===== src/rtl/sbus_rx_pkg.sv =====
package sbus_rx_pkg;

	localparam int FRAME_LEN     = 25;
	localparam int CHANNEL_COUNT = 16;
	localparam int RAW_W         = 11;
	localparam int DATA_BYTES    = 22;
	localparam int FLAGS_POS     = 23;
	localparam int LOST_BIT      = 2;
	localparam int FS_BIT        = 3;

	localparam logic [4:0]  LAST_POS     = 5'd24;
	localparam logic [7:0]  HDR_BYTE     = 8'h0F;
	localparam logic [7:0]  END_BYTE     = 8'h00;
	localparam logic [3:0]  SBUS2_NIBBLE = 4'h4;
	localparam logic [15:0] GAP_RESET    = 16'd3000;
	localparam logic [11:0] PULSE_OFFSET = 12'd880;
	localparam logic signed [12:0] PULSE_MID = 13'sd1500;
	localparam logic signed [12:0] SCALE_LIM = 13'sd1000;

	typedef logic [4:0]  pos_t;
	typedef logic [3:0]  chan_t;
	typedef logic [10:0] raw_t;

endpackage


===== src/rtl/sbus_rx_if.sv =====
interface sbus_rx_in_if;
	logic        valid;
	logic        ready;
	logic [7:0]  rx_byte;
	logic [31:0] arrival_time_us;

	modport source (output valid, rx_byte, arrival_time_us, input ready);
	modport sink (input valid, rx_byte, arrival_time_us, output ready);
endinterface

interface sbus_rx_out_if;
	logic                valid;
	logic                ready;
	logic [4:0]          channel_index;
	sbus_rx_pkg::raw_t   raw_value;
	logic [11:0]         pulse_us;
	logic signed [10:0]  scaled_value;
	logic                frame_lost;
	logic                failsafe;
	logic [31:0]         frame_count;
	logic                last;

	modport source (output valid, channel_index, raw_value, pulse_us, scaled_value,
		frame_lost, failsafe, frame_count, last, input ready);
	modport sink (input valid, channel_index, raw_value, pulse_us, scaled_value,
		frame_lost, failsafe, frame_count, last, output ready);
endinterface

interface sbus_rx_cfg_if;
	logic        valid;
	logic        ready;
	logic [15:0] data;

	modport source (output valid, data, input ready);
	modport sink (input valid, data, output ready);
endinterface


===== src/rtl/sbus_frame_receiver.sv =====
// Input: one byte beat per cycle; stalls only when a frame's 25th byte arrives while
//   the previous frame's 16 result beats are still draining from the channel buffer.
// Path: the taken footer beat loads the channel buffer; the first result
//   beat is registered from it once the output register is free.
// Output: one result beat per cycle while result.ready is high, 16 per frame.
// Reset (arst_n low): frame position, last arrival time, frame count and result
//   valid cleared; gap threshold returns to 3000 us.
module sbus_frame_receiver (
	input  logic                 clk,
	input  logic                 arst_n,
	sbus_rx_cfg_if.sink          cfg,
	sbus_rx_in_if.sink           rx,
	sbus_rx_out_if.source        result
);

	logic [15:0]       gap_q;
	sbus_rx_pkg::pos_t pos_q;
	logic [31:0]       prev_q;
	logic [31:0]       frames_q;
	logic [7:0]        bytes_q [sbus_rx_pkg::FRAME_LEN];

	logic [8*sbus_rx_pkg::DATA_BYTES-1:0] data_q;
	logic                lost_q;
	logic                fs_q;
	logic [31:0]         count_q;
	logic                busy_q;
	sbus_rx_pkg::chan_t  ch_q;
	logic                out_valid_q;

	logic                rx_take;
	logic [31:0]         gap;
	logic                restart;
	sbus_rx_pkg::pos_t   pos_eff;
	logic                drop;
	logic                complete;
	logic                footer_ok;
	logic                load;
	logic                advance;
	sbus_rx_pkg::raw_t   ch_raw [sbus_rx_pkg::CHANNEL_COUNT];
	sbus_rx_pkg::raw_t   raw_sel;
	logic [13:0]         x5;
	logic [11:0]         pulse;
	logic signed [12:0]  diff2;
	logic signed [10:0]  scaled;

	assign cfg.ready = 1'b1;
	assign rx.ready  = !(busy_q && (pos_q == sbus_rx_pkg::LAST_POS));
	assign rx_take   = rx.valid && rx.ready;

	always_comb begin
		gap       = rx.arrival_time_us - prev_q;
		restart   = gap > {16'd0, gap_q};
		pos_eff   = restart ? '0 : pos_q;
		drop      = (pos_eff == '0) && (rx.rx_byte != sbus_rx_pkg::HDR_BYTE);
		complete  = !drop && (pos_eff == sbus_rx_pkg::LAST_POS);
		footer_ok = (rx.rx_byte == sbus_rx_pkg::END_BYTE) ||
			(rx.rx_byte[3:0] == sbus_rx_pkg::SBUS2_NIBBLE);
		load      = rx_take && complete && footer_ok;
		advance   = busy_q && (!out_valid_q || result.ready);
	end

	always_ff @(posedge clk or negedge arst_n) begin
		if (!arst_n) begin
			gap_q    <= sbus_rx_pkg::GAP_RESET;
			pos_q    <= '0;
			prev_q   <= '0;
			frames_q <= '0;
		end else begin
			if (cfg.valid)
				gap_q <= cfg.data;
			if (rx_take) begin
				prev_q <= rx.arrival_time_us;
				if (drop || complete)
					pos_q <= '0;
				else
					pos_q <= pos_eff + 5'd1;
			end
			if (load)
				frames_q <= frames_q + 32'd1;
		end
	end

	always_ff @(posedge clk) begin
		if (rx_take && !drop)
			bytes_q[pos_eff] <= rx.rx_byte;
	end

	// channel buffer, frees the byte store for the next frame
	always_ff @(posedge clk) begin
		if (load) begin
			for (int j = 0; j < sbus_rx_pkg::DATA_BYTES; j++)
				data_q[8*j +: 8] <= bytes_q[j+1];
			lost_q  <= bytes_q[sbus_rx_pkg::FLAGS_POS][sbus_rx_pkg::LOST_BIT];
			fs_q    <= bytes_q[sbus_rx_pkg::FLAGS_POS][sbus_rx_pkg::FS_BIT];
			count_q <= frames_q + 32'd1;
		end
	end

	always_ff @(posedge clk or negedge arst_n) begin
		if (!arst_n) begin
			busy_q      <= 1'b0;
			ch_q        <= '0;
			out_valid_q <= 1'b0;
		end else begin
			if (load) begin
				busy_q <= 1'b1;
				ch_q   <= '0;
			end else if (advance) begin
				ch_q <= ch_q + 4'd1;
				if (ch_q == 4'(sbus_rx_pkg::CHANNEL_COUNT - 1))
					busy_q <= 1'b0;
			end
			if (advance)
				out_valid_q <= 1'b1;
			else if (result.ready)
				out_valid_q <= 1'b0;
		end
	end

	always_comb begin
		for (int i = 0; i < sbus_rx_pkg::CHANNEL_COUNT; i++)
			ch_raw[i] = data_q[i*sbus_rx_pkg::RAW_W +: sbus_rx_pkg::RAW_W];
		raw_sel = ch_raw[ch_q];
		x5      = {1'b0, raw_sel, 2'b00} + {3'b000, raw_sel};
		pulse   = {1'b0, x5[13:3]} + sbus_rx_pkg::PULSE_OFFSET;
		diff2   = (signed'({1'b0, pulse}) - sbus_rx_pkg::PULSE_MID) <<< 1;
		priority if (diff2 > sbus_rx_pkg::SCALE_LIM)
			scaled = 11'(sbus_rx_pkg::SCALE_LIM);
		else if (diff2 < -sbus_rx_pkg::SCALE_LIM)
			scaled = 11'(-sbus_rx_pkg::SCALE_LIM);
		else
			scaled = diff2[10:0];
	end

	always_ff @(posedge clk) begin
		if (advance) begin
			result.channel_index <= {1'b0, ch_q} + 5'd1;
			result.raw_value     <= raw_sel;
			result.pulse_us      <= pulse;
			result.scaled_value  <= scaled;
			result.frame_lost    <= lost_q;
			result.failsafe      <= fs_q;
			result.frame_count   <= count_q;
			result.last          <= ch_q == 4'(sbus_rx_pkg::CHANNEL_COUNT - 1);
		end
	end

	assign result.valid = out_valid_q;

endmodule


===== src/flat_wrapper.sv =====
// flat-port wrapper written by rule: the top's interface ports become plain ports
module sbus_frame_receiver_flat 
  (clk, arst_n, cfg_valid, cfg_data, cfg_ready, rx_valid, rx_rx_byte, rx_arrival_time_us, rx_ready, result_valid, result_channel_index, result_raw_value, result_pulse_us, result_scaled_value, result_frame_lost, result_failsafe, result_frame_count, result_last, result_ready);
  sbus_rx_cfg_if cfg_i ();
  sbus_rx_in_if rx_i ();
  sbus_rx_out_if result_i ();
  input  logic clk;
  input  logic arst_n;
  input wire logic [$bits(cfg_i.valid)-1:0] cfg_valid;
  input wire logic [$bits(cfg_i.data)-1:0] cfg_data;
  output wire logic [$bits(cfg_i.ready)-1:0] cfg_ready;
  input wire logic [$bits(rx_i.valid)-1:0] rx_valid;
  input wire logic [$bits(rx_i.rx_byte)-1:0] rx_rx_byte;
  input wire logic [$bits(rx_i.arrival_time_us)-1:0] rx_arrival_time_us;
  output wire logic [$bits(rx_i.ready)-1:0] rx_ready;
  output wire logic [$bits(result_i.valid)-1:0] result_valid;
  output wire logic [$bits(result_i.channel_index)-1:0] result_channel_index;
  output wire logic [$bits(result_i.raw_value)-1:0] result_raw_value;
  output wire logic [$bits(result_i.pulse_us)-1:0] result_pulse_us;
  output wire logic [$bits(result_i.scaled_value)-1:0] result_scaled_value;
  output wire logic [$bits(result_i.frame_lost)-1:0] result_frame_lost;
  output wire logic [$bits(result_i.failsafe)-1:0] result_failsafe;
  output wire logic [$bits(result_i.frame_count)-1:0] result_frame_count;
  output wire logic [$bits(result_i.last)-1:0] result_last;
  input wire logic [$bits(result_i.ready)-1:0] result_ready;
  assign cfg_i.valid = cfg_valid;
  assign cfg_i.data = cfg_data;
  assign cfg_ready = cfg_i.ready;
  assign rx_i.valid = rx_valid;
  assign rx_i.rx_byte = rx_rx_byte;
  assign rx_i.arrival_time_us = rx_arrival_time_us;
  assign rx_ready = rx_i.ready;
  assign result_valid = result_i.valid;
  assign result_channel_index = result_i.channel_index;
  assign result_raw_value = result_i.raw_value;
  assign result_pulse_us = result_i.pulse_us;
  assign result_scaled_value = result_i.scaled_value;
  assign result_frame_lost = result_i.frame_lost;
  assign result_failsafe = result_i.failsafe;
  assign result_frame_count = result_i.frame_count;
  assign result_last = result_i.last;
  assign result_i.ready = result_ready;
  sbus_frame_receiver u_core (.clk(clk), .arst_n(arst_n), .cfg(cfg_i), .rx(rx_i), .result(result_i));
endmodule

===== config.mk =====
export PLATFORM = sky130hd
export DESIGN_NAME = sbus_frame_receiver_flat
export DESIGN_NICKNAME = d
export VERILOG_FILES = /design/src/rtl/sbus_rx_pkg.sv /design/src/rtl/sbus_rx_if.sv /design/src/rtl/sbus_frame_receiver.sv /design/src/flat_wrapper.sv
export SDC_FILE = /design/constraint.sdc
export NUM_CORES = 1
export LEC_CHECK = 0
export BUFFER_PORTS_ARGS = -buffer_cell sky130_fd_sc_hd__clkbuf_2
export CORE_MARGIN = 8
export CORE_UTILIZATION = 30
export DETAILED_ROUTE_END_ITERATION = 7
export PLACE_DENSITY = 0.54
export SETUP_SLACK_MARGIN = 0.5
export SKIP_CTS_REPAIR_TIMING = 1
export SLEW_MARGIN = 10
export SYNTH_ARGS = -nofsm -noshare
export SYNTH_HDL_FRONTEND = slang
export SYNTH_SLANG_ARGS = --single-unit

===== constraint.sdc =====
create_clock -name clk -period 36 [get_ports clk]
set_clock_uncertainty 0.05 [all_clocks]
set_input_delay 5.4 -clock clk [delete_from_list [all_inputs] [get_ports clk]]
set_output_delay 5.4 -clock clk [all_outputs]
set_load 0.02 [all_outputs]

After elaboration in Yosys (flattened, before gate mapping)
Memories as Yosys holds them, arrays and structs flattened. A register that Yosys moved wholly into a read port is not among the register bits.
Index checks and enable logic that the tools add are counted.
{"block": "op_classes", "n_addsub": 8, "multipliers": 0, "div_mod_pow": 0, "magnitude_cmp": 4, "eq_ne": 5, "shifts": 0, "mux": 15, "bitwise_logic": 1, "n_reduce_logical": 21}
{"op": "binary-select mux 11 bit (select 4 bit)", "n": 1}
{"op": "2-to-1 mux 11 bit", "n": 3}
{"op": "adder 32 x 1 -> 32 bit, second input constant", "n": 1}
{"op": "greater-than comparator 32 x 16 -> 1 bit", "n": 1}
{"op": "subtractor 32 bit", "n": 1}
{"op": "adder 13 x 11 -> 14 bit", "n": 1}
{"op": "greater-than comparator 13 x 11 -> 1 bit, second input constant", "n": 1}
{"op": "< comparator 13 x 11 -> 1 bit, second input constant", "n": 1}
{"op": "adder 11 x 10 -> 12 bit, second input constant", "n": 1}
{"op": "subtractor 12 x 11 -> 12 bit, second input constant", "n": 1}
{"op": "equality test 5 bit, second input constant", "n": 2}
{"op": "2-to-1 mux 5 bit", "n": 2}
{"op": "logical AND 1 bit", "n": 8}
{"op": "zero test 8 bit", "n": 1}
{"op": "2-to-1 mux 4 bit", "n": 2}
{"op": "inequality test 8 x 4 -> 1 bit, second input constant", "n": 1}
{"op": "2-to-1 mux 1 bit", "n": 7}
{"op": "nonzero test 2 bit", "n": 3}
{"op": "adder 4 x 1 -> 5 bit, second input constant", "n": 1}
{"op": "adder 5 x 1 -> 5 bit, second input constant", "n": 1}
{"op": "greater-or-equal comparator 5 bit, second input constant", "n": 1}
{"op": "zero test 5 bit", "n": 1}
{"op": "NOT 4 -> 5 bit", "n": 1}
{"op": "adder 4 x 1 -> 4 bit, second input constant", "n": 1}
{"op": "other kinds (6)", "n": 10}
{"block": "totals", "regBits": 197, "latchBits": 0, "ramBits": 200, "mem_bits_ro": 0, "in_bits": 61, "output_inout_bits": 77, "n_memories": 1}
{"name": "u_core.bytes_q", "words": 25, "width": 8, "read_ports": 23, "rd_clocked_by_memory_dff": 23, "wr": 1, "line": "sbus_frame_receiver.sv:20", "rtl": "logic [7:0] bytes_q [sbus_rx_pkg::FRAME_LEN];"}

Longest topological paths before layout
Gate-level depths: netlist of the first run.
{"block": "depth", "word_depth": 11, "ltp_mapped": 32}

Worst setup path before layout of the first run
Ideal clock, no wire load.
{"block": "synth_path", "path_type": "in2reg", "from": "input rx_arrival_time_us[0]", "to": "register u_core.count_q[0], enable pin", "setup_ns": 0.653, "t_arrival_ns": 16.634, "slack_ns": 18.663, "stages": 30, "path_buffers": 3, "cell_sequence": "inv_1 ha_1 inv_1 fa_1 a21o_1 a21oi_2 o21ai_0 a31o_2 a21o_1 a21oi_1 o21ai_0 a31oi_1 xnor2_1 ha_1 a21o_1 a21oi_1 o21ai_0 o21ai_0 nand4_1 or4_1 or3_1 nor4_4 buf_2 nand2_1 ha_1 o21ai_0 or2_2 clkbuf_1 and3_1 clkbuf_1"}
{"block": "synth_via", "elab_chain_len": 9}
{"element": "start, declared", "line": "flat_wrapper.sv:14", "rtl": "input wire logic [$bits(rx_i.arrival_time_us)-1:0] rx_arrival_time_us;"}
{"element": "subtractor 32 bit (*)", "line": "sbus_frame_receiver.sv:51", "rtl": "gap = rx.arrival_time_us - prev_q;"}
{"element": "greater-than comparator 32 x 16 -> 1 bit (*)", "line": "sbus_frame_receiver.sv:52", "rtl": "restart = gap > {16'd0, gap_q};"}
{"element": "2-to-1 mux 5 bit (*)", "line": "sbus_frame_receiver.sv:53", "rtl": "pos_eff = restart ? '0 : pos_q;"}
{"element": "zero test 5 bit", "line": "sbus_frame_receiver.sv:54", "rtl": "drop = (pos_eff == '0) && (rx.rx_byte != sbus_rx_pkg::HDR_BYTE);"}
{"element": "logical AND 1 bit", "line": "sbus_frame_receiver.sv:54"}
{"element": "zero test 1 bit", "line": "sbus_frame_receiver.sv:55", "rtl": "complete = !drop && (pos_eff == sbus_rx_pkg::LAST_POS);"}
{"element": "logical AND 1 bit (*)", "line": "sbus_frame_receiver.sv:55"}
{"element": "logical AND 1 bit (*) (2 in series)", "line": "sbus_frame_receiver.sv:58", "rtl": "load = rx_take && complete && footer_ok;"}
{"element": "via u_core.load", "line": "sbus_frame_receiver.sv:37", "rtl": "logic load;"}
{"element": "end signal, assigned", "line": "sbus_frame_receiver.sv:95", "rtl": "count_q <= frames_q + 32'd1;"}
{"element": "end, declared", "line": "sbus_frame_receiver.sv:25", "rtl": "logic [31:0] count_q;"}
Mark *: on every way through the listed nets, which the timed path passes. The rest lies on a longest branch.
A chain may end at the register's enable or synchronous reset.

Final worst setup path of the first run
{"block": "layout_path", "from": "input rx_arrival_time_us[0]", "to": "register u_core.data_q[139] in the netlist's numbering (read register of u_core.bytes_q), enable pin"}
{"block": "layout_via", "elab_chain_len": 9}
{"element": "subtractor 32 bit (*)", "line": "sbus_frame_receiver.sv:51"}
{"element": "greater-than comparator 32 x 16 -> 1 bit (*)", "line": "sbus_frame_receiver.sv:52"}
{"element": "2-to-1 mux 5 bit (*)", "line": "sbus_frame_receiver.sv:53"}
{"element": "zero test 5 bit", "line": "sbus_frame_receiver.sv:54"}
{"element": "logical AND 1 bit", "line": "sbus_frame_receiver.sv:54"}
{"element": "zero test 1 bit", "line": "sbus_frame_receiver.sv:55"}
{"element": "logical AND 1 bit (*)", "line": "sbus_frame_receiver.sv:55"}
{"element": "logical AND 1 bit (*) (2 in series)", "line": "sbus_frame_receiver.sv:58"}
{"element": "end, declared", "line": "sbus_frame_receiver.sv:22", "rtl": "logic [8*sbus_rx_pkg::DATA_BYTES-1:0] data_q;"}
Every way passes the cells marked *; elsewhere a longest branch is shown, timed or not.

==> summary.txt, run 1 <==
FLOORPLANNING
--------------------------------------------------------------------------------
Starting density of the core                                               30.3%
Row count                                                                    102
Core Region                                                           77300 um^2
Total Die Area                                                        87300 um^2
Number of primary I/O pins                                                   138
DIE WIDTH                                                                 295 um
Height of the chip                                                        295 um

TIMING
--------------------------------------------------------------------------------
Count of endpoints failing setup in the final report                           0
Post-route fraction of the period consumed by the critical path            37.5%
Crit path time final                                                    13510 ps
Final Slew Violations                                                          0
Hold Fails Final Rpt                                                           0
Actual transition at the worst max-transition pin                        1300 ps
Worst-case headroom to the max-slew limit                                  13.2%
Top achievable clock speed                                              74.0 MHz
Unrepaired setup endpoints after global routing                               no
Post-route setup TNS                                                        0 ps
Worst-case setup margin in the final layout                             22490 ps

SETUP PATH
--------------------------------------------------------------------------------
Critical path fanouts, max                                                    82
Arr. time, crit path                                                    13690 ps
Cell type of the slowest stage on the worst timing path                   and3_4
Startpoint of the worst register-to-register path                   u_core.prev_q[0]$_DFFE_PN0P_
Most frequent cell on the critical path                                  o21ai_0
Setup CP Type                                                       primary input to flip-flop
Startpoint class of the critical path                               primary input
Worst R2R Path Depth                                                          27
Delay of the slowest critical-path stage                                  980 ps
CP required                                                             36180 ps
Endpoint of the worst-slack reg-to-reg timing path                  u_core.data_q[139]$_DFFE_PP_
Worst reg2reg setup slack                                               27080 ps
Crit end category                                                      flip-flop

GRT
--------------------------------------------------------------------------------
GR Util All Layers                                                         12.0%
Antenna violations before repair                                               2
Total gr overflow                                                              0
Vias in the first global route                                             13.5k
Maximum number of pins on one net before global-route repair                  83
First-pass GRT wire length                                              80800 um

SYNTHESIS
--------------------------------------------------------------------------------
Share of synthesized registers carrying an async set or reset              16.5%
Register bit total from synthesis                                            551
Most used flip-flop cell after synthesis                                edfxtp_1
Cell accounting for the most synthesized area                           edfxtp_1
Cells taking the most area after synthesis                          edfxtp_1 (59%), dfrtp_1 (9.0%), mux4_2 (4.5%)
Yosys warnings                                                                 0
Per-instance average area after synthesis                              15.1 um^2
Instance count of the mapped netlist                                        1547
Fraction of the yosys area taken by sequential cells                       68.7%
Cell with the most instances after synthesis                            edfxtp_1
Count of flip-flops with a built-in enable after synthesis                   460
Top cell type's share of synthesized area                                  59.0%
Total nets after synthesis                                                  1676
Most used standard cells in the synthesized netlist                 edfxtp_1 (460), nand2_1 (104), o21ai_0 (90)
Summed instance area of the synthesized netlist                       23400 um^2
Count of different cell masters after synthesis                               95

PWR
--------------------------------------------------------------------------------
Worst IR drop on VDD                                                 0.0000380 V
Leakage power total                                                    0.0102 uW
Proportion of power drawn by flip-flops and latches                        48.8%
Cell internal pwr                                                        1110 uW
Switching power                                                           308 uW
Part of the total power dissipated in the clock network                    44.8%
Switching fraction of total power                                          21.7%
PD cells                                                            51.8 nW/um^2
Proportion of power drawn by combinational gates                            6.4%

CLOCK NETWORK
--------------------------------------------------------------------------------
TritonCTS clock tree                                                         yes
Clock transition at path regs                                              60 ps
Worst-Skew Late Latency                                                   620 ps
Maximum level of the CTS H-tree                                                2
CTS max path bufs                                                              3
Buffer type at the clock tree root                                     clkbuf_16
Number of buffers inserted during clock tree synthesis                        57
Clock sink total                                                             551

DRT
--------------------------------------------------------------------------------
Total detailed-routing wirelength                                       53600 um
Vias/cell                                                                   4.77
Post-route antenna net violation count                                         0
Number of iterations in the first detailed-routing pass                        5
Total number of vias                                                       13.3k
Mean routed wirelength per cell                                          19.2 um
DR iter-0 viols                                                             1089
Post-route DRC violation count                                                 0

PLACE
--------------------------------------------------------------------------------
Placer congestion estimate                                                 0.856
Hpwl dp                                                                 35600 um
Place WS                                                                21810 ps
Count of buffers from port buffering                                         135

HOLD PATH
--------------------------------------------------------------------------------
Class of the most critical hold timing path                         flip-flop to flip-flop
Worst min-delay path startpoint                                     u_core.bytes_q[19][2]$_DFFE_PP_
Hold EP                                                             u_core.data_q[146]$_DFFE_PP_
WHS Path Cells                                                                 0

CELLS AND AREA
--------------------------------------------------------------------------------
Number of fillers in the final layout                                       7424
Core utilization of the finished layout                                    35.4%
Fraction of final layout cells with drive strength greater than 1          19.2%
Post-synthesis to final-layout area growth                                 16.9%
Nets                                                                        1836

RUN
--------------------------------------------------------------------------------
Number of max-capacitance violations reported                                  0

RUN STATUS
--------------------------------------------------------------------------------
Status                                                              complete, no violations

==> kinds of logic (layout without fill, tap and decap cells) <==
logic type,Yosys count,count (layout),share of synthesized area [%]
adder cells (fa/ha/maj),68,68,3.70
AO/OA/AOI/OAI,261,261,7.37
buffers and inverters,132,341,2.29
other,2,3,0.0321
flip-flops,551,551,68.7
multiplexers,72,72,6.10
AND/OR/NAND/NOR,359,359,7.96
XOR/XNOR,102,102,3.81
==> worst max-delay path by stage <==
stage                                from  slack [ps]  cells after the start                           end
floorplan           rx_arrival_time_us[0]       18660                     30   u_core.count_q[0]$_DFFE_PP_
global placement    rx_arrival_time_us[0]       22030                     29  u_core.data_q[141]$_DFFE_PP_
detailed placement  rx_arrival_time_us[0]       21810                     29  u_core.data_q[152]$_DFFE_PP_
CTS                 rx_arrival_time_us[0]       22450                     29  u_core.data_q[120]$_DFFE_PP_
global route        rx_arrival_time_us[0]       21880                     29  u_core.data_q[120]$_DFFE_PP_
finish              rx_arrival_time_us[0]       22490                     29  u_core.data_q[139]$_DFFE_PP_
==> sequential cells by signal, summed over array words and instances (netlist names) <==
register,count
u_core.pos_q,5
u_core.prev_q,32
u_core.result.frame_count,32
u_core.result.valid,1
u_core.bytes_q,178
u_core.fs_q,1
u_core.lost_q,1
u_core.data_q,176
u_core.busy_q,1
u_core.gap_q,16
u_core.result.channel_index,4
u_core.result.failsafe,1
u_core.result.scaled_value,10
u_core.count_q,32
u_core.result.last,1
u_core.ch_q,4
u_core.result.frame_lost,1
u_core.result.pulse_us,12
u_core.frames_q,32
u_core.result.raw_value,11
==> stage by stage <==
step | power, uW | cells | hold WS, ps | area (um^2)
after floorplan | 765 | 1547 | 350 | 23400
after global placement | 794 | 2688 | 350 | 25300
after detailed placement | 796 | 2688 | 355 | 25300
after CTS | 1440 | 2796 | 336 | 27400
after global routing | 1470 | 2796 | 340 | 27400
final | 1420 | 2797 | 343 | 27400
==> layout by cell type (no fill, tap or decap), types with 6 or more instances in the layout <==
cell type,count
nor2b_1,6
nor3_1,15
nand2_1,104
a31oi_1,8
mux2_2,7
ha_1,66
edfxtp_1,460
nand3_1,32
o21ai_0,90
clkinv_1,9
a21o_1,28
clkbuf_1,10
bufinv_16,12
xnor2_1,43
buf_4,18
nand3b_1,6
mux4_2,47
clkbuf_2,134
nand4_1,25
o21a_1,13
mux4_1,6
a21oi_1,45
mux2i_1,11
dfrtp_1,82
nor2_1,78
nand2b_1,9
and3_1,16
and2_1,10
xor2_1,59
clkbuf_16,57
dfstp_2,7
inv_1,79
or3_1,10
or2_2,7
nor3b_1,6
==> critical path, delay by kind of cell <==
kind | cells | cell delay [ps]
buffers and inverters | 4 | 1100
adders and majority gates | 4 | 1130
and+or+nand+nor | 7 | 3340
xor gates and xnor gates | 1 | 140
AOI/OAI and AO/OA | 13 | 2500
==> metal layers <==
metal	up-vias	share of wire, %	global-route usage [%]
met1	6702	43	15.3
li1	6189	-	-
met3	81	5.5	2.68
met5	-	0.022	0
met2	364	49	20.5
met4	2	2.2	3.22
==> power groups by stage <==
stage	sequential, uW	combinational (uW)	clock [uW]
finish	692	90.3	636
global route	692	101	678
CTS	692	90.5	653
detailed placement	706	90.0	0
global placement	706	88.6	0
floorplan	705	59.8	0
==> final cells by class <==
cell class,instances,area [um^2],share of cell area (%)
diodes,1,2.50,0.00914
multi-input cells,864,6820,24.9
well taps,1040,1300,4.75
inverters,81,304,1.11
clock buffers,70,1510,5.50
repair buffers,152,806,2.94
clock inverters,38,551,2.01
flip-flops and latches,551,16100,58.8
Note: power is estimated with default switching activity, not from simulation.
==> run 2, diff against run 1 <==
--- a/config.mk
+++ b/config.mk
@@ -5,11 +5,12 @@
 export SDC_FILE = /design/constraint.sdc
 export NUM_CORES = 1
 export LEC_CHECK = 0
+export ABC_AREA = 1
 export BUFFER_PORTS_ARGS = -buffer_cell sky130_fd_sc_hd__clkbuf_2
 export CORE_MARGIN = 8
 export CORE_UTILIZATION = 30
 export DETAILED_ROUTE_END_ITERATION = 7
-export PLACE_DENSITY = 0.54
+export PLACE_DENSITY = 0.56
 export SETUP_SLACK_MARGIN = 0.5
 export SKIP_CTS_REPAIR_TIMING = 1
 export SLEW_MARGIN = 10
==> constraint.sdc (replaced) <==
create_clock -name clk -period 11.52 [get_ports clk]
set_clock_uncertainty 0.05 [all_clocks]
set_input_delay 1.728 -clock clk [delete_from_list [all_inputs] [get_ports clk]]
set_output_delay 1.728 -clock clk [all_outputs]
set_load 0.02 [all_outputs]
==> run 2 against run 1 <==
Combinational power grew to 3.5 times the previous value. Cell area is 1.4% higher. Clock-buffer cell count is 4 lower. Wire length is 14% higher. Synthesized cell count is 36% higher. Clock power grew to 3.1 times the previous value. Die area is 2.0% higher. Synthesized area is 2.1% higher. Setup slack worse by 18000 ps. Worst hold slack worse by 39 ps. Final cell count is 20% higher. Non-clock buffer count is 2 higher. Critical path type unchanged.
==> summary.txt, run 2 <==
GRT
--------------------------------------------------------------------------------
Total gr overflow                                                              0   unchanged
First-pass GRT wire length                                              94200 um   was 80800 um
Maximum number of pins on one net before global-route repair                 169   was 83
GR Util All Layers                                                         13.4%   was 12.0%
Antenna violations before repair                                               1   was 2
Vias in the first global route                                             16.1k   was 13.5k

SYNTHESIS
--------------------------------------------------------------------------------
Count of flip-flops with a built-in enable after synthesis                   460   unchanged
Cell with the most instances after synthesis                            edfxtp_1   unchanged
Cell accounting for the most synthesized area                           edfxtp_1   unchanged
Count of different cell masters after synthesis                               54   was 95
Instance count of the mapped netlist                                        2101   was 1547
Fraction of the yosys area taken by sequential cells                       67.3%   was 68.7%
Share of synthesized registers carrying an async set or reset              16.5%   unchanged
Summed instance area of the synthesized netlist                       23900 um^2   was 23400 um^2
Register bit total from synthesis                                            551   unchanged
Most used flip-flop cell after synthesis                                edfxtp_1   unchanged
Cells taking the most area after synthesis                          edfxtp_1 (58%), dfrtp_1 (8.8%), nand2_1 (7.1%)   was edfxtp_1 (59%), dfrtp_1 (9.0%), mux4_2 (4.5%)
Yosys warnings                                                                 0   unchanged
Per-instance average area after synthesis                              11.4 um^2   was 15.1 um^2
Top cell type's share of synthesized area                                  57.8%   was 59.0%
Total nets after synthesis                                                  2230   was 1676
Most used standard cells in the synthesized netlist                 edfxtp_1 (460), nand2_1 (454), inv_1 (203)   was edfxtp_1 (460), nand2_1 (104), o21ai_0 (90)

TIMING
--------------------------------------------------------------------------------
Crit path time final                                                     7290 ps
Post-route setup TNS                                                        0 ps   unchanged
Top achievable clock speed                                               137 MHz
Unrepaired setup endpoints after global routing                               no   unchanged
Worst-case headroom to the max-slew limit                                  22.3%   was 13.2%
Worst-case setup margin in the final layout                              4230 ps   was 22490 ps
Final Slew Violations                                                          0   unchanged
Count of endpoints failing setup in the final report                           0   unchanged
Hold Fails Final Rpt                                                           0   unchanged
Actual transition at the worst max-transition pin                        1170 ps   was 1300 ps
Post-route fraction of the period consumed by the critical path            63.3%

RUN
--------------------------------------------------------------------------------
Number of max-capacitance violations reported                                  0   unchanged

CLOCK NETWORK
--------------------------------------------------------------------------------
Worst-Skew Late Latency                                                   650 ps   was 620 ps
CTS max path bufs                                                              3   unchanged
TritonCTS clock tree                                                         yes   unchanged
Clock transition at path regs                                              70 ps   was 60 ps
Clock sink total                                                             551   unchanged
Maximum level of the CTS H-tree                                                2   unchanged
Number of buffers inserted during clock tree synthesis                        55   was 57
Buffer type at the clock tree root                                     clkbuf_16   unchanged

SETUP PATH
--------------------------------------------------------------------------------
Setup CP Type                                                       primary input to flip-flop   unchanged
Delay of the slowest critical-path stage                                  590 ps   was 980 ps
Startpoint class of the critical path                               primary input   unchanged
CP required                                                             11690 ps   was 36180 ps
Crit end category                                                      flip-flop   unchanged
Critical path fanouts, max                                                   168   was 82
Arr. time, crit path                                                     7470 ps   was 13690 ps
Crit-path leading delay family                                      simple AND/OR/NAND/NOR gates   unchanged
Cell type of the slowest stage on the worst timing path                   buf_12   was and3_4
Buffers and inverters on the worst path                                        6   was 4
Most frequent cell on the critical path                                  nand2_1   was o21ai_0

PLACE
--------------------------------------------------------------------------------
Hpwl dp                                                                 40600 um   was 35600 um
Placer congestion estimate                                                 0.890   was 0.856
Place WS                                                                 3720 ps   was 21810 ps
Count of buffers from port buffering                                         135   unchanged

DRT
--------------------------------------------------------------------------------
Vias/cell                                                                   4.74   was 4.77
Total detailed-routing wirelength                                       61200 um   was 53600 um
Number of iterations in the first detailed-routing pass                        5   unchanged
DR iter-0 viols                                                             1096   was 1089
Total number of vias                                                       15.9k   was 13.3k
Mean routed wirelength per cell                                          18.3 um   was 19.2 um
Post-route antenna net violation count                                         0   unchanged
Post-route DRC violation count                                                 0   unchanged

CELLS AND AREA
--------------------------------------------------------------------------------
Fraction of final layout cells with drive strength greater than 1          13.3%   was 19.2%
Commonest cells after routing, fill and taps aside                  edfxtp_1 (460), nand2_1 (454), inv_1 (202)   was edfxtp_1 (460), clkbuf_2 (134), nand2_1 (104)
Largest regs                                                        u_core.bytes_q (178), u_core.data_q (176)   unchanged
Storage element area                                                  16100 um^2   about the same
Nets                                                                        2381   was 1836
Post-synthesis to final-layout area growth                                 16.2%   was 16.9%
Number of fillers in the final layout                                       7816   was 7424
Leading cell type in the layout, fill and taps excluded                 edfxtp_1   unchanged
Max FFs per register                                                         178   unchanged
Area of combinational cells with multiple inputs                       6710 um^2   was 6820 um^2
Register ranked first by flip-flop count                            u_core.bytes_q   unchanged

PWR
--------------------------------------------------------------------------------
Worst IR drop on VDD                                                  0.000115 V   was 0.0000380 V
Leakage power total                                                    0.0109 uW   was 0.0102 uW
PD cells                                                             159 nW/um^2   was 51.8 nW/um^2

FLOORPLANNING
--------------------------------------------------------------------------------
Row count                                                                    103   was 102
DIE WIDTH                                                                 298 um   was 295 um
Number of primary I/O pins                                                   138   unchanged
Starting density of the core                                               30.3%   about the same
Height of the chip                                                        298 um   was 295 um
Total Die Area                                                        89000 um^2   was 87300 um^2
Core Region                                                           79000 um^2   was 77300 um^2

RUN STATUS
--------------------------------------------------------------------------------
Status                                                              complete, no violations   unchanged

HOLD PATH
--------------------------------------------------------------------------------
Class of the most critical hold timing path                         flip-flop to flip-flop   unchanged

==> run 2: cell types whose count changed in the layout (fill, tap and decap cells not counted), moves of 24 or more <==
cell	previous run	this run
xor2_1	59	35
mux4_2	47	0
nand2_1	104	454
nor2_1	78	186
o21ai_0	90	146
inv_1	79	202
nand4_1	25	55
xnor2_1	43	14
nand3_1	32	122
==> run 2: report_power, final <==
group	internal (uW)	leakage (uW)	switching (uW)
Sequential	2160	0.00531	4.19
Clock	1140	0.000965	803
Combinational	102	0.00463	216
==> run 2: stage by stage <==
step / instance area (um^2) / total power, uW / utilization [%] / hold slack [ps] / cells
6_report: 27800 / 4430 / 35.2 / 304 / 3350
4_1_cts: 27800 / 4470 / 35.2 / 293 / 3349
5_1_grt: 27800 / 4590 / 35.2 / 301 / 3349
3_5_place_dp: 25800 / 2520 / 32.6 / 355 / 3245
2_1_floorplan: 23900 / 2410 / - / 350 / 2101
3_3_place_gp: 25700 / 2520 / 32.6 / 350 / 3243
==> run 2: kinds of logic (layout without fill, tap and decap cells) <==
logic type,after synthesis,in the layout,share of synthesized area (%)
compound gates,274,274,6.60
xor+xnor,49,49,1.80
fa+ha+maj,68,68,3.62
buf+inv,274,472,4.72
flops,551,551,67.3
mux,1,1,0.0471
other cells,2,3,0.0314
simple gates,882,882,15.8
==> run 2: area by class of cell <==
| class | count | share of cell area (%) |
|---|---|---|
| inverter | 214 | 2.91 |
| antenna | 1 | 0.00901 |
| clock inverter | 38 | 1.96 |
| sequential | 551 | 58.0 |
| timing repair buffer | 154 | 3.00 |
| tap | 1050 | 4.73 |
| clock buffer | 66 | 5.25 |
| multi-input combinational | 1276 | 24.2 |
==> run 2: worst paths after layout <==
| check | startpoint | to | slack [ps] | cells past startpoint |
|---|---|---|---|---|
| max in group asynchronous | arst_n | u_core.ch_q[0]$_DFFE_PN0P_ | 9190 | 2 |
| min in group asynchronous | arst_n | u_core.frames_q[20]$_DFFE_PN0P_ | 930 | 1 |
| setup reg to reg | u_core.prev_q[2]$_DFFE_PN0P_ | u_core.count_q[31]$_DFFE_PP_ | 5160 | 27 |
| hold reg to reg | u_core.bytes_q[9][5]$_DFFE_PP_ | u_core.data_q[69]$_DFFE_PP_ | 300 | 0 |
| setup / recovery | rx_arrival_time_us[0] | u_core.count_q[31]$_DFFE_PP_ | 4230 | 30 |
| hold / removal | u_core.bytes_q[9][5]$_DFFE_PP_ | u_core.data_q[69]$_DFFE_PP_ | 300 | 0 |
==> run 2: worst register-to-register path, cell delays in order (launching register included) <==
cell and delay [ps]:
dfrtp_1 320, inv_1 50, ha_1 360, a21oi_1 230
nand2_1 160, nand2_1 100, nand2_1 110, nand2_1 110
o211ai_2 130, xor2_1 180, ha_1 310, nand4_1 110
nor3_1 270, nand2_1 140, nand2_1 120, nand2_1 50
inv_1 50, nand3_1 50, nor2_1 120, nand4_1 110
nor3_1 330, nand3_1 200, ha_1 300, nand4_1 130
nand2_1 190, nor3_4 200, buf_4 510, buf_12 610
==> run 2: metal layers <==
metal / track usage (%) / vias up / share of wire [%]
met2: 23.2 / 432 / 49
met4: 3.94 / 0 / 2.5
met3: 2.36 / 82 / 5.3
met1: 17.0 / 7778 / 43
met5: 0 / - / 0
li1: - / 7577 / -
